===== src/design/iir_biquad_direct_form_one_defines.svh =====
// assertion macros for the biquad filter
// included by the top level, no other dependencies
`ifndef IIR_BIQUAD_DIRECT_FORM_ONE_DEFINES_SVH
`define IIR_BIQUAD_DIRECT_FORM_ONE_DEFINES_SVH

// same-cycle implication, disabled during reset
`define IIR_ASSERT_NOW(label, clk, rst_n, ante, cons, msg) \
    label: assert property (@(posedge clk) disable iff (!rst_n) (ante) |-> (cons)) \
        else $error(msg);

// next-cycle implication, disabled during reset
`define IIR_ASSERT_NEXT(label, clk, rst_n, ante, cons, msg) \
    label: assert property (@(posedge clk) disable iff (!rst_n) (ante) |=> (cons)) \
        else $error(msg);

`endif


===== src/design/iir_pkg.sv =====
// types and constants for the biquad filter
// no dependencies
package iir_pkg;

    // field and datapath widths
    localparam int unsigned SAMPLE_W   = 16;
    localparam int unsigned SCALED_W   = 10;
    localparam int unsigned COEF_W     = 16;
    localparam int unsigned A0_W       = 15;
    localparam int unsigned PROD_W     = 32;
    localparam int unsigned ACC_W      = 40;
    localparam int unsigned REM_W      = A0_W + 1;
    localparam int unsigned RADIX_BITS = 4;
    localparam int unsigned STEP_W     = 4;
    localparam int unsigned CFG_ADDR_W = 3;

    // sequencer step limits
    localparam logic [STEP_W-1:0] MAC_LAST = STEP_W'(5);
    localparam logic [STEP_W-1:0] DIV_LAST = STEP_W'(ACC_W / RADIX_BITS);

    // rounding bias that makes the arithmetic shift truncate toward zero
    localparam logic [SAMPLE_W-1:0] SCALE_BIAS = SAMPLE_W'(63);

    // register indexes on the configuration port
    localparam logic [CFG_ADDR_W-1:0] CFG_B0 = 3'd0;
    localparam logic [CFG_ADDR_W-1:0] CFG_B1 = 3'd1;
    localparam logic [CFG_ADDR_W-1:0] CFG_B2 = 3'd2;
    localparam logic [CFG_ADDR_W-1:0] CFG_A0 = 3'd3;
    localparam logic [CFG_ADDR_W-1:0] CFG_A1 = 3'd4;
    localparam logic [CFG_ADDR_W-1:0] CFG_A2 = 3'd5;

    // coefficient values after reset
    localparam logic signed [COEF_W-1:0] B0_RST = 16'sd49;
    localparam logic signed [COEF_W-1:0] B1_RST = 16'sd79;
    localparam logic signed [COEF_W-1:0] B2_RST = 16'sd49;
    localparam logic        [A0_W-1:0]   A0_RST = 15'd100;
    localparam logic signed [COEF_W-1:0] A1_RST = 16'sd50;
    localparam logic signed [COEF_W-1:0] A2_RST = 16'sd40;

    // saturation limits
    localparam logic signed [SAMPLE_W-1:0] SAT_MAX = 16'sh7fff;
    localparam logic signed [SAMPLE_W-1:0] SAT_MIN = 16'sh8000;

    // sequencer states
    typedef enum logic [1:0] {
        ST_IDLE,
        ST_MAC,
        ST_DIV,
        ST_FIN
    } t_state;

    // control from the sequencer to the datapath
    typedef struct packed {
        logic ready;
        logic mac_en;
        logic div_en;
        logic load_out;
    } t_ctrl;

endpackage


===== src/design/iir_biquad_direct_form_one.sv =====
// second-order iir filter, direct form one, one shared multiplier and divider
// depends on iir_pkg and iir_biquad_direct_form_one_defines.svh
`include "iir_biquad_direct_form_one_defines.svh"

// Usage
// Input words arrive on the s_axis channel, one signed 16-bit sample each.
// Results leave on the m_axis channel, one signed 16-bit sample per input.
// Coefficients are written through the cfg port (b0, b1, b2, a0, a1, a2 at
// indexes 0..5) while no sample is in flight; a write lands at the clock edge.
// Each sample is scaled by 1/64, run through five multiply-accumulate steps on
// one 16x16 multiplier, then divided by a0 with a radix-16 restoring divider
// that retires four quotient bits a cycle over the 40-bit sum.
// When a0 is zero the divider is skipped and the result saturates by the sign
// of the sum. The block takes no new sample until it is through with the last;
// s_axis_tready is high only while the sequencer is idle.
// The result sits in an output register, so the next sample is taken as soon
// as the result is parked there; a stalled receiver holds the block in its
// final step until the waiting word is taken.
// Reset clears both history lines, restores the default coefficients and
// leaves the output channel empty.
module iir_biquad_direct_form_one (
    input  logic                             i_clk,
    input  logic                             i_rst_n,
    // slave side: tdata = sample_in [15:0]
    input  logic                             i_s_axis_tvalid,
    output logic                             o_s_axis_tready,
    input  logic [iir_pkg::SAMPLE_W-1:0]     i_s_axis_tdata,
    // master side: tdata = sample_out [15:0]
    output logic                             o_m_axis_tvalid,
    input  logic                             i_m_axis_tready,
    output logic [iir_pkg::SAMPLE_W-1:0]     o_m_axis_tdata,
    // configuration write port
    input  logic                             i_cfg_wr_en,
    input  logic [iir_pkg::CFG_ADDR_W-1:0]   i_cfg_addr,
    input  logic [iir_pkg::COEF_W-1:0]       i_cfg_wr_data
);
    import iir_pkg::*;

    t_state r_state, n_state;
    t_ctrl  ctrl;

    logic [STEP_W-1:0] r_step;

    // coefficients
    logic signed [COEF_W-1:0] r_coef_b0, r_coef_b1, r_coef_b2, r_coef_a1, r_coef_a2;
    logic        [A0_W-1:0]   r_coef_a0;

    // history lines, newest first
    logic signed [SCALED_W-1:0] r_xs, r_x1, r_x2;
    logic signed [SAMPLE_W-1:0] r_y1, r_y2;

    // datapath registers
    logic signed [ACC_W-1:0]  r_acc;
    logic signed [PROD_W-1:0] r_prod;
    logic                     r_prod_sub;
    logic [REM_W-1:0]         r_rem, n_rem;
    logic [ACC_W-1:0]         r_dvd, n_dvd;

    // output register
    logic                       r_out_valid;
    logic signed [SAMPLE_W-1:0] r_out_data;

    logic signed [SAMPLE_W-1:0] scale_sum;
    logic signed [SCALED_W-1:0] scaled;
    logic signed [COEF_W-1:0]   mul_a;
    logic signed [SAMPLE_W-1:0] mul_b;
    logic signed [ACC_W-1:0]    prod_ext;
    logic [ACC_W-1:0]           acc_mag;
    logic signed [SAMPLE_W-1:0] result;
    logic                       a0_zero;

    assign a0_zero = (r_coef_a0 == '0);

    // divide by 64 truncating toward zero: bias negatives then shift
    assign scale_sum = i_s_axis_tdata[SAMPLE_W-1]
                     ? $signed(i_s_axis_tdata + SCALE_BIAS)
                     : $signed(i_s_axis_tdata);
    assign scaled = scale_sum[SAMPLE_W-1:SAMPLE_W-SCALED_W];

    // next state
    always_comb begin
        n_state = r_state;
        case (r_state)
            ST_IDLE: if (i_s_axis_tvalid) n_state = ST_MAC;
            ST_MAC:  if (r_step == MAC_LAST) n_state = ST_DIV;
            ST_DIV: begin
                if ((r_step == '0 && a0_zero) || r_step == DIV_LAST) n_state = ST_FIN;
            end
            ST_FIN:  if (!r_out_valid || i_m_axis_tready) n_state = ST_IDLE;
            default: n_state = ST_IDLE;
        endcase
    end

    // sequencer outputs
    always_comb begin
        ctrl = '0;
        case (r_state)
            ST_IDLE: ctrl.ready = 1'b1;
            ST_MAC:  ctrl.mac_en = 1'b1;
            ST_DIV:  ctrl.div_en = 1'b1;
            ST_FIN:  ctrl.load_out = !r_out_valid || i_m_axis_tready;
            default: ctrl = '0;
        endcase
    end

    assign o_s_axis_tready = ctrl.ready;

    // operand select for the shared multiplier
    always_comb begin
        case (r_step)
            4'd0:    begin mul_a = r_coef_b0; mul_b = SAMPLE_W'(r_xs); end
            4'd1:    begin mul_a = r_coef_b1; mul_b = SAMPLE_W'(r_x1); end
            4'd2:    begin mul_a = r_coef_b2; mul_b = SAMPLE_W'(r_x2); end
            4'd3:    begin mul_a = r_coef_a1; mul_b = r_y1; end
            4'd4:    begin mul_a = r_coef_a2; mul_b = r_y2; end
            default: begin mul_a = '0;        mul_b = '0; end
        endcase
    end

    assign prod_ext = ACC_W'(r_prod);
    assign acc_mag  = r_acc[ACC_W-1] ? ACC_W'(-r_acc) : ACC_W'(r_acc);

    // four restoring division steps per cycle
    always_comb begin
        logic [REM_W-1:0] rem;
        logic [ACC_W-1:0] dvd;
        rem = r_rem;
        dvd = r_dvd;
        for (int i = 0; i < RADIX_BITS; i++) begin
            rem = {rem[REM_W-2:0], dvd[ACC_W-1]};
            dvd = {dvd[ACC_W-2:0], 1'b0};
            if (rem >= REM_W'(r_coef_a0)) begin
                rem    = rem - REM_W'(r_coef_a0);
                dvd[0] = 1'b1;
            end
        end
        n_rem = rem;
        n_dvd = dvd;
    end

    // saturate the signed quotient, or the sign alone when a0 is zero
    always_comb begin
        if (a0_zero) begin
            result = r_acc[ACC_W-1] ? SAT_MIN : SAT_MAX;
        end else if (r_acc[ACC_W-1]) begin
            result = (r_dvd > ACC_W'(32768)) ? SAT_MIN : $signed(-r_dvd[SAMPLE_W-1:0]);
        end else begin
            result = (r_dvd > ACC_W'(32767)) ? SAT_MAX : $signed(r_dvd[SAMPLE_W-1:0]);
        end
    end

    // control, coefficients and history
    always_ff @(posedge i_clk) begin
        if (!i_rst_n) begin
            r_state     <= ST_IDLE;
            r_step      <= '0;
            r_out_valid <= 1'b0;
            r_coef_b0   <= B0_RST;
            r_coef_b1   <= B1_RST;
            r_coef_b2   <= B2_RST;
            r_coef_a0   <= A0_RST;
            r_coef_a1   <= A1_RST;
            r_coef_a2   <= A2_RST;
            r_xs        <= '0;
            r_x1        <= '0;
            r_x2        <= '0;
            r_y1        <= '0;
            r_y2        <= '0;
        end else begin
            r_state <= n_state;
            r_step  <= (n_state != r_state) ? '0 : r_step + STEP_W'(1);

            // coefficient writes
            if (i_cfg_wr_en) begin
                case (i_cfg_addr)
                    CFG_B0:  r_coef_b0 <= i_cfg_wr_data;
                    CFG_B1:  r_coef_b1 <= i_cfg_wr_data;
                    CFG_B2:  r_coef_b2 <= i_cfg_wr_data;
                    CFG_A0:  r_coef_a0 <= i_cfg_wr_data[A0_W-1:0];
                    CFG_A1:  r_coef_a1 <= i_cfg_wr_data;
                    CFG_A2:  r_coef_a2 <= i_cfg_wr_data;
                    default: ;
                endcase
            end

            // take a new sample
            if (ctrl.ready && i_s_axis_tvalid) r_xs <= scaled;

            // result goes out, histories shift
            if (ctrl.load_out) begin
                r_out_valid <= 1'b1;
                r_x1        <= r_xs;
                r_x2        <= r_x1;
                r_y1        <= result;
                r_y2        <= r_y1;
            end else if (i_m_axis_tready) begin
                r_out_valid <= 1'b0;
            end
        end
    end

    // arithmetic datapath
    always_ff @(posedge i_clk) begin
        if (ctrl.ready) begin
            r_acc <= '0;
        end
        if (ctrl.mac_en) begin
            r_prod     <= mul_a * mul_b;
            r_prod_sub <= (r_step >= STEP_W'(3));
            if (r_step != '0) begin
                r_acc <= r_prod_sub ? r_acc - prod_ext : r_acc + prod_ext;
            end
        end
        if (ctrl.div_en) begin
            if (r_step == '0) begin
                r_rem <= '0;
                r_dvd <= acc_mag;
            end else begin
                r_rem <= n_rem;
                r_dvd <= n_dvd;
            end
        end
        if (ctrl.load_out) begin
            r_out_data <= result;
        end
    end

    assign o_m_axis_tvalid = r_out_valid;
    assign o_m_axis_tdata  = r_out_data;

    // checks
    `IIR_ASSERT_NEXT(a_busy_after_accept, i_clk, i_rst_n,
        i_s_axis_tvalid && o_s_axis_tready, !o_s_axis_tready, "ready after accept")
    `IIR_ASSERT_NOW(a_rem_below_divisor, i_clk, i_rst_n,
        r_state == ST_DIV && r_step != '0 && !a0_zero, r_rem < REM_W'(r_coef_a0),
        "remainder not below divisor")
    `IIR_ASSERT_NOW(a_valid_from_final, i_clk, i_rst_n,
        $rose(o_m_axis_tvalid), $past(r_state == ST_FIN), "result without final step")

endmodule

===== config.mk =====
export PLATFORM = sky130hd
export DESIGN_NAME = iir_biquad_direct_form_one
export DESIGN_NICKNAME = d
export VERILOG_FILES = /design/src/design/iir_pkg.sv /design/src/design/iir_biquad_direct_form_one.sv
export VERILOG_INCLUDE_DIRS = /design/src /design/src/design
export SDC_FILE = /design/constraint.sdc
export NUM_CORES = 2
export LEC_CHECK = 0
export BUFFER_PORTS_ARGS = -buffer_cell sky130_fd_sc_hd__buf_2
export CAP_MARGIN = 20
export CORE_MARGIN = 1
export CORE_UTILIZATION = 63
export DETAILED_ROUTE_END_ITERATION = 10
export PLACE_DENSITY = 0.89
export SETUP_SLACK_MARGIN = 0.15
export SLEW_MARGIN = 0
export SYNTH_ARGS = -nofsm -noshare
export SYNTH_HDL_FRONTEND = slang
export SYNTH_SLANG_ARGS = --single-unit

===== constraint.sdc =====
create_clock -name i_clk -period 15.25 [get_ports i_clk]
set_input_delay 0.7625 -clock i_clk [delete_from_list [all_inputs] [get_ports i_clk]]
set_output_delay 0.7625 -clock i_clk [all_outputs]
set_load 0.02 [all_outputs]

# Word-level counts from Yosys, hierarchy flattened
# Index checks and enable logic that the tools add are counted.
[op_classes]
n_addsub = 10
multipliers = 1
n_lt_le_gt_ge = 7
eq_ne = 15
muxes = 33
bitwise = 1
n_reduce_logical = 18
[op_table]
columns = ["op", "count"]
rows = [
  ["40-bit two-way mux", 6],
  ["16-bit case mux with 5 select lines", 2],
  ["16-bit two-way mux", 6],
  ["16-bit by 15-bit >= comparator with 1-bit output", 4],
  ["15-bit two-way mux", 4],
  ["15-bit subtractor", 4],
  ["40-bit by 32-bit adder with 40-bit output", 1],
  ["40-bit by 15-bit greater-than comparator with 1-bit output, second input constant", 1],
  ["40-bit by 16-bit greater-than comparator with 1-bit output, second input constant", 1],
  ["40-bit negator", 1],
  ["40-bit by 32-bit subtractor with 40-bit output", 1],
  ["16-bit by 16-bit multiplier with 32-bit output", 1],
  ["16-bit by 6-bit adder with 16-bit output, second input constant", 1],
  ["16-bit negator", 1],
  ["15-bit zero test", 1],
  ["2-bit AND reduction", 6],
  ["1-bit two-way mux", 10],
  ["4-bit by 2-bit equality test with 1-bit output, second input constant", 2],
  ["4-bit by 3-bit equality test with 1-bit output, second input constant", 2],
  ["2-bit two-way mux", 4],
  ["2-bit case mux with 4 select lines", 1],
  ["3-bit by 2-bit equality test with 1-bit output, second input constant", 2],
  ["3-bit equality test, second input constant", 2],
  ["4-bit by 1-bit adder with 4-bit output, second input constant", 1],
  ["17 further kinds", 20],
]
[word_totals]
register_bits = 308
in_bits = 40
output_inout_bits = 18
elab_cells = 105

# Depth between registers and ports, before layout
[depth]
ltp_word = 9
depth_mapped = 47
ltp_nobuf = 43

# Worst setup path after synthesis
# OpenSTA, ideal clock, no wires.
[synth_path]
kind = "reg-to-reg"
startpoint = "register r_coef_a0[1]"
endpoint = "register r_rem[13] (data pin)"
setup_ps = 267
arrival_ps = 9533
t_required_ps = 14983
path_slack_ps = 5450
path_stages_with_launch = 43
n_path_buf = 6
synth_period_minus_slack_ps = 9800
path_cell_list = "dfxtp_1 -> inv_1 -> fa_1 -> nand3_1 -> a311oi_1 -> a2111oi_1 -> or2_2 -> clkbuf_1 -> clkbuf_1 -> nor2_1 -> a21oi_1 -> inv_1 -> ha_1 -> or3_1 -> o221a_2 -> nor4_1 -> o221ai_1 -> nor2_1 -> [... 7 more ...] -> o21ai_0 -> a221oi_1 -> nand3_1 -> o21ai_2 -> o221ai_1 -> ha_1 -> nor2b_1 -> o31ai_1 -> a21o_1 -> a21oi_1 -> o41ai_1 -> a21oi_1 -> a311oi_1 -> o221ai_1 -> buf_2 -> buf_2 -> nand3_1 -> o21ai_0"
[synth_between]
elab_chain_len = 8
word_cells_on_any_way = 12
classes_between = "add/sub (4); order compare (4); mux (4)"
[synth_lines]
columns = ["element", "line", "source"]
rows = [
  ["start, declared", "iir_biquad_direct_form_one.sv:46", "logic [A0_W-1:0] r_coef_a0;"],
  ["start signal, assigned", "iir_biquad_direct_form_one.sv:179", "CFG_A0: r_coef_a0 <= i_cfg_wr_data[A0_W-1:0];"],
  ["15-bit subtractor / 16-bit by 15-bit >= comparator with 1-bit output (equally long branches)", "iir_biquad_direct_form_one.sv:133, iir_biquad_direct_form_one.sv:132", ""],
  ["15-bit two-way mux", "iir_biquad_direct_form_one.sv:132", "if (rem >= REM_W'(r_coef_a0)) begin"],
  ["15-bit subtractor / 16-bit by 15-bit >= comparator with 1-bit output (equally long branches)", "iir_biquad_direct_form_one.sv:133, iir_biquad_direct_form_one.sv:132", ""],
  ["15-bit two-way mux", "iir_biquad_direct_form_one.sv:132", ""],
  ["15-bit subtractor / 16-bit by 15-bit >= comparator with 1-bit output (equally long branches)", "iir_biquad_direct_form_one.sv:133, iir_biquad_direct_form_one.sv:132", ""],
  ["15-bit two-way mux", "iir_biquad_direct_form_one.sv:132", ""],
  ["15-bit subtractor / 16-bit by 15-bit >= comparator with 1-bit output (equally long branches)", "iir_biquad_direct_form_one.sv:133, iir_biquad_direct_form_one.sv:132", ""],
  ["15-bit two-way mux (*)", "iir_biquad_direct_form_one.sv:132", ""],
  ["end signal, assigned", "iir_biquad_direct_form_one.sv:219", "r_rem <= n_rem;"],
  ["end, declared", "iir_biquad_direct_form_one.sv:56", "logic [REM_W-1:0] r_rem, n_rem;"],
]
# Mark *: on every way between the ends. The rest lies on a longest branch, timed or not.
# A chain may end at the register's enable or synchronous reset.

# Worst setup path in the final report
[layout_path]
startpoint = "register r_coef_a0[1]"
endpoint = "register r_rem[1] (data pin)"
[layout_between]
elab_chain_len = 8
word_cells_on_any_way = 12
classes_between = "add/sub (4); order compare (4); mux (4)"
[layout_lines]
columns = ["element", "line"]
rows = [
  ["15-bit subtractor / 16-bit by 15-bit >= comparator with 1-bit output (equally long branches)", "iir_biquad_direct_form_one.sv:133, iir_biquad_direct_form_one.sv:132"],
  ["15-bit two-way mux", "iir_biquad_direct_form_one.sv:132"],
  ["15-bit subtractor / 16-bit by 15-bit >= comparator with 1-bit output (equally long branches)", "iir_biquad_direct_form_one.sv:133, iir_biquad_direct_form_one.sv:132"],
  ["15-bit two-way mux", "iir_biquad_direct_form_one.sv:132"],
  ["16-bit by 15-bit >= comparator with 1-bit output / 15-bit subtractor (equally long branches)", "iir_biquad_direct_form_one.sv:132, iir_biquad_direct_form_one.sv:133"],
  ["15-bit two-way mux", "iir_biquad_direct_form_one.sv:132"],
  ["15-bit subtractor / 16-bit by 15-bit >= comparator with 1-bit output (equally long branches)", "iir_biquad_direct_form_one.sv:133, iir_biquad_direct_form_one.sv:132"],
  ["15-bit two-way mux (*)", "iir_biquad_direct_form_one.sv:132"],
]
# Marks and branches as above.

==> flow_summary.yaml <==
routing:
  ant_nets: 0
  wl_per_cell_um: 19.2
  drc: 0
  drt_iter0_markers: 2551
  drtPass1Iterations: 6
  totalWireLength_um: 77300
  viasPerCell: 6.20
  via_count: 24900
logic_synthesis:
  synthFlopType: "dfxtp_1"
  synthXorXnorAreaFrac_pct: 5.89
  avgSynthCellArea_um2: 8.52
  async_flop_share_pct: 0
  synthCells: 3406
  synth_edf_count: 104
  ys.warnings.count: 0
  synth_top_family_by_area: "adder cells"
  yosys-mux-area-fraction_pct: 0.845
  syn-num-nets: 3901
  yosysSeqAreaShare_pct: 24.8
  synth-seq-cells: 308
  synth-simple-area-share_pct: 18.2
  netlist_area_um2: 29000
  synth_compound_area_share_pct: 17.1
  synth_fa_ha_area_share_pct: 26.6
  yosysUniqueCellTypes: 75
sta:
  hold_ws_ns: 0.467
  clock.fmax_mhz: 87.6
  hold_viol: 0
  period_needed_ns: 11.42
  worst_slack_ns: 3.83
  slew_headroom_pct: 26.2
  setup_viol: 0
  clock_skew_ns: 0.0155
  finalCritPeriodShare_pct: 74.9
  tightest_slew_ns: 1.10
  setup_tns_ns: 0
  rsz0062_at_grt: "false"
  maxSlewViolCount: 0
clock_tree:
  numCtsBuffers: 36
  clk_pin_slew_ns: 0.06
  cts_tree: "done"
  h-tree-depth: 2
  root_buffer: "clkbuf_16"
  clk-insertion-delay-late_ns: 0.57
  ctsHoldBuffers: 0
  cts_buffer_depth: 3
  post_cts_buffers: 0
  cts-resized-gates: 0
  cts_sinks: 308
place:
  dp_slack_ns: 3.94
  io_buffers: 57
  hpwl_um: 58200
  gp_congestion: 0.952
finish:
  drive_gt1_share_pct: 5.88
  fin_nets: 3885
  num_antenna_cells: 0
  syn2layout_area_growth_pct: 6.98
global_route:
  grt_pass1_wl_um: 125000
  antenna_found_initial: 4
  grt_max_degree: 109
  first_global_vias: 24300
  overflow: 0
  track_usage_pct: 33.6
worst_setup_path:
  cp-start-kind: "flip-flop"
  crit_path_end_kind: "flip-flop"
  cp_num_buf_inv: 4
  reg2regPathDepth: 39
  ff2ff_setup_slack_ns: 3.83
  critPathMaxStageDelay_ns: 0.60
  cp_slowest_cell: "o41ai_1"
  cp.depth: 39
  critical_path_class: "reg -> reg"
  crit_fanout: 22
  crit_arrival_ns: 11.73
  required_ns: 15.56
  cp_top_family: "compound AO/OA/AOI/OAI gates"
floorplan:
  start_util_pct: 63.9
  ios: 58
  die_w_um: 217
  coreArea_um2: 45400
  die_h_um: 217
  die_area_um2: 46900
  num_rows: 78
outcome:
  status: "completed"
job:
  cap_violations: 0
pwr:
  p_leak_nw: 13.5
  peakVddDrop_uv: 92.4
  power_per_cell_area_nw_per_um2: 94.3
worst_hold_path:
  holdPathStages: 2
  hold_path.class: "reg -> reg"
worst reg2reg max path: cells and delay by family, from the launching register on:
| kind | cells | cell delay, ns |
|---|---|---|
| DFF | 1 | 0.50 |
| and+or+nand+nor | 10 | 2.02 |
| buffers and inverters | 4 | 0.89 |
| AOI/OAI and AO/OA | 19 | 5.59 |
| muxes | 2 | 0.59 |
| adders and majority gates | 4 | 1.56 |
cell families (layout without fill, tap and decap cells):
group	Yosys count	count (layout)
XOR/XNOR	195	195
buffers and inverters	501	513
flip-flops	308	308
AND/OR/NAND/NOR	1204	1204
AO/OA/AOI/OAI	719	719
adder cells (fa/ha/maj)	455	455
multiplexers	24	24
state kept, by name, summed over array words and instances, names as in the netlist, 15 cells and up:
name	count
r_acc	40
r_dvd	40
r_prod	32
o_m_axis_tdata	16
r_coef_a1	16
r_coef_a2	16
r_coef_b0	16
r_coef_b1	16
r_coef_b2	16
r_y1	16
r_y2	16
r_coef_a0	15
r_rem	15
power by group:
group / internal, mW / leakage, nW / total [mW] / switching (mW)
Sequential: 0.906 / 2.62 / 0.949 / 0.0436
Clock: 0.519 / 0.599 / 0.889 / 0.371
Combinational: 0.426 / 10.3 / 1.09 / 0.663
Total: 1.85 / 13.5 / 2.93 / 1.08
metal layers:
| metal | vias to the layer above | global-route usage, % | routed length [um] |
|---|---|---|---|
| met3 | 266 | 6.30 | 7090 |
| li1 | 11500 | - | - |
| met1 | 11900 | 43.3 | 30800 |
| met2 | 1189 | 54.7 | 35900 |
| met4 | 8 | 15.6 | 3520 |
| met5 | - | 0 | 48 |
stage by stage:
step / total power, mW / std cells / instance area, um2 / util [%]
after floorplan: 1.76 / 3406 / 29000 / -
after global placement: 1.99 / 3951 / 29800 / 65.7
after detailed placement: 2.02 / 3951 / 29800 / 65.7
after CTS: 2.91 / 4017 / 31000 / 68.4
after global routing: 3.08 / 4018 / 31000 / 68.4
final: 2.93 / 4018 / 31000 / 68.4
area by class of cell:
| type | count | area, um2 |
|---|---|---|
| Multi-Input combinational cell | 2597 | 20000 |
| Fill cell | 3451 | 14300 |
| Sequential cell | 308 | 7210 |
| Inverter | 352 | 1320 |
| Clock buffer | 50 | 1090 |
| Tap cell | 600 | 751 |
| Timing Repair Buffer | 95 | 581 |
| Clock inverter | 16 | 124 |
layout by cell type, fill, tap and decap left out, drive strengths merged, types with 14 or more instances in the layout:
cell type | synthesis | final
o31ai | 25 | 25
dfxtp | 204 | 204
fa | 268 | 268
buf | 19 | 95
nand3 | 102 | 102
a211oi | 15 | 15
nor4 | 21 | 21
or2 | 15 | 15
nor2b | 25 | 25
or3 | 22 | 22
a21oi | 114 | 114
o211a | 16 | 16
a221o | 25 | 25
and2 | 23 | 23
nand4 | 28 | 28
o211ai | 14 | 14
mux2i | 20 | 20
a22oi | 32 | 32
o21ai | 160 | 160
xor2 | 86 | 86
a21o | 32 | 32
nor3 | 43 | 43
clkbuf | 130 | 50
nand2b | 23 | 23
ha | 187 | 187
a221oi | 25 | 25
xnor2 | 109 | 109
inv | 352 | 356
a21boi | 131 | 131
o21a | 28 | 28
o21bai | 14 | 14
nand2 | 646 | 646
nor2 | 212 | 212
edfxtp | 104 | 104
synth_stat cells, types with 28 or more instances:
cell type	count	area (um2)
nor2_1	212	796
dfxtp_1	204	4080
a21o_1	32	240
a21boi_0	130	976
inv_1	351	1320
xnor2_1	109	955
clkbuf_1	130	488
fa_1	268	5370
o21ai_0	157	786
nand2_1	646	2420
xor2_1	86	753
edfxtp_1	104	3120
a22oi_1	32	240
nor3_1	43	215
ha_1	187	2340
o21a_1	28	210
nand4_1	28	175
nand3_1	102	510
a21oi_1	114	571
worst paths after layout:
path | end | start
worst max-delay path | r_rem[1] | r_coef_a0[1]
worst min register to register | r_coef_a2[2] | r_coef_a2[2]
worst min-delay path | r_coef_a2[2] | r_coef_a2[2]
worst max register to register | r_rem[1] | r_coef_a0[1]
Power figures use the tool's default switching activity.
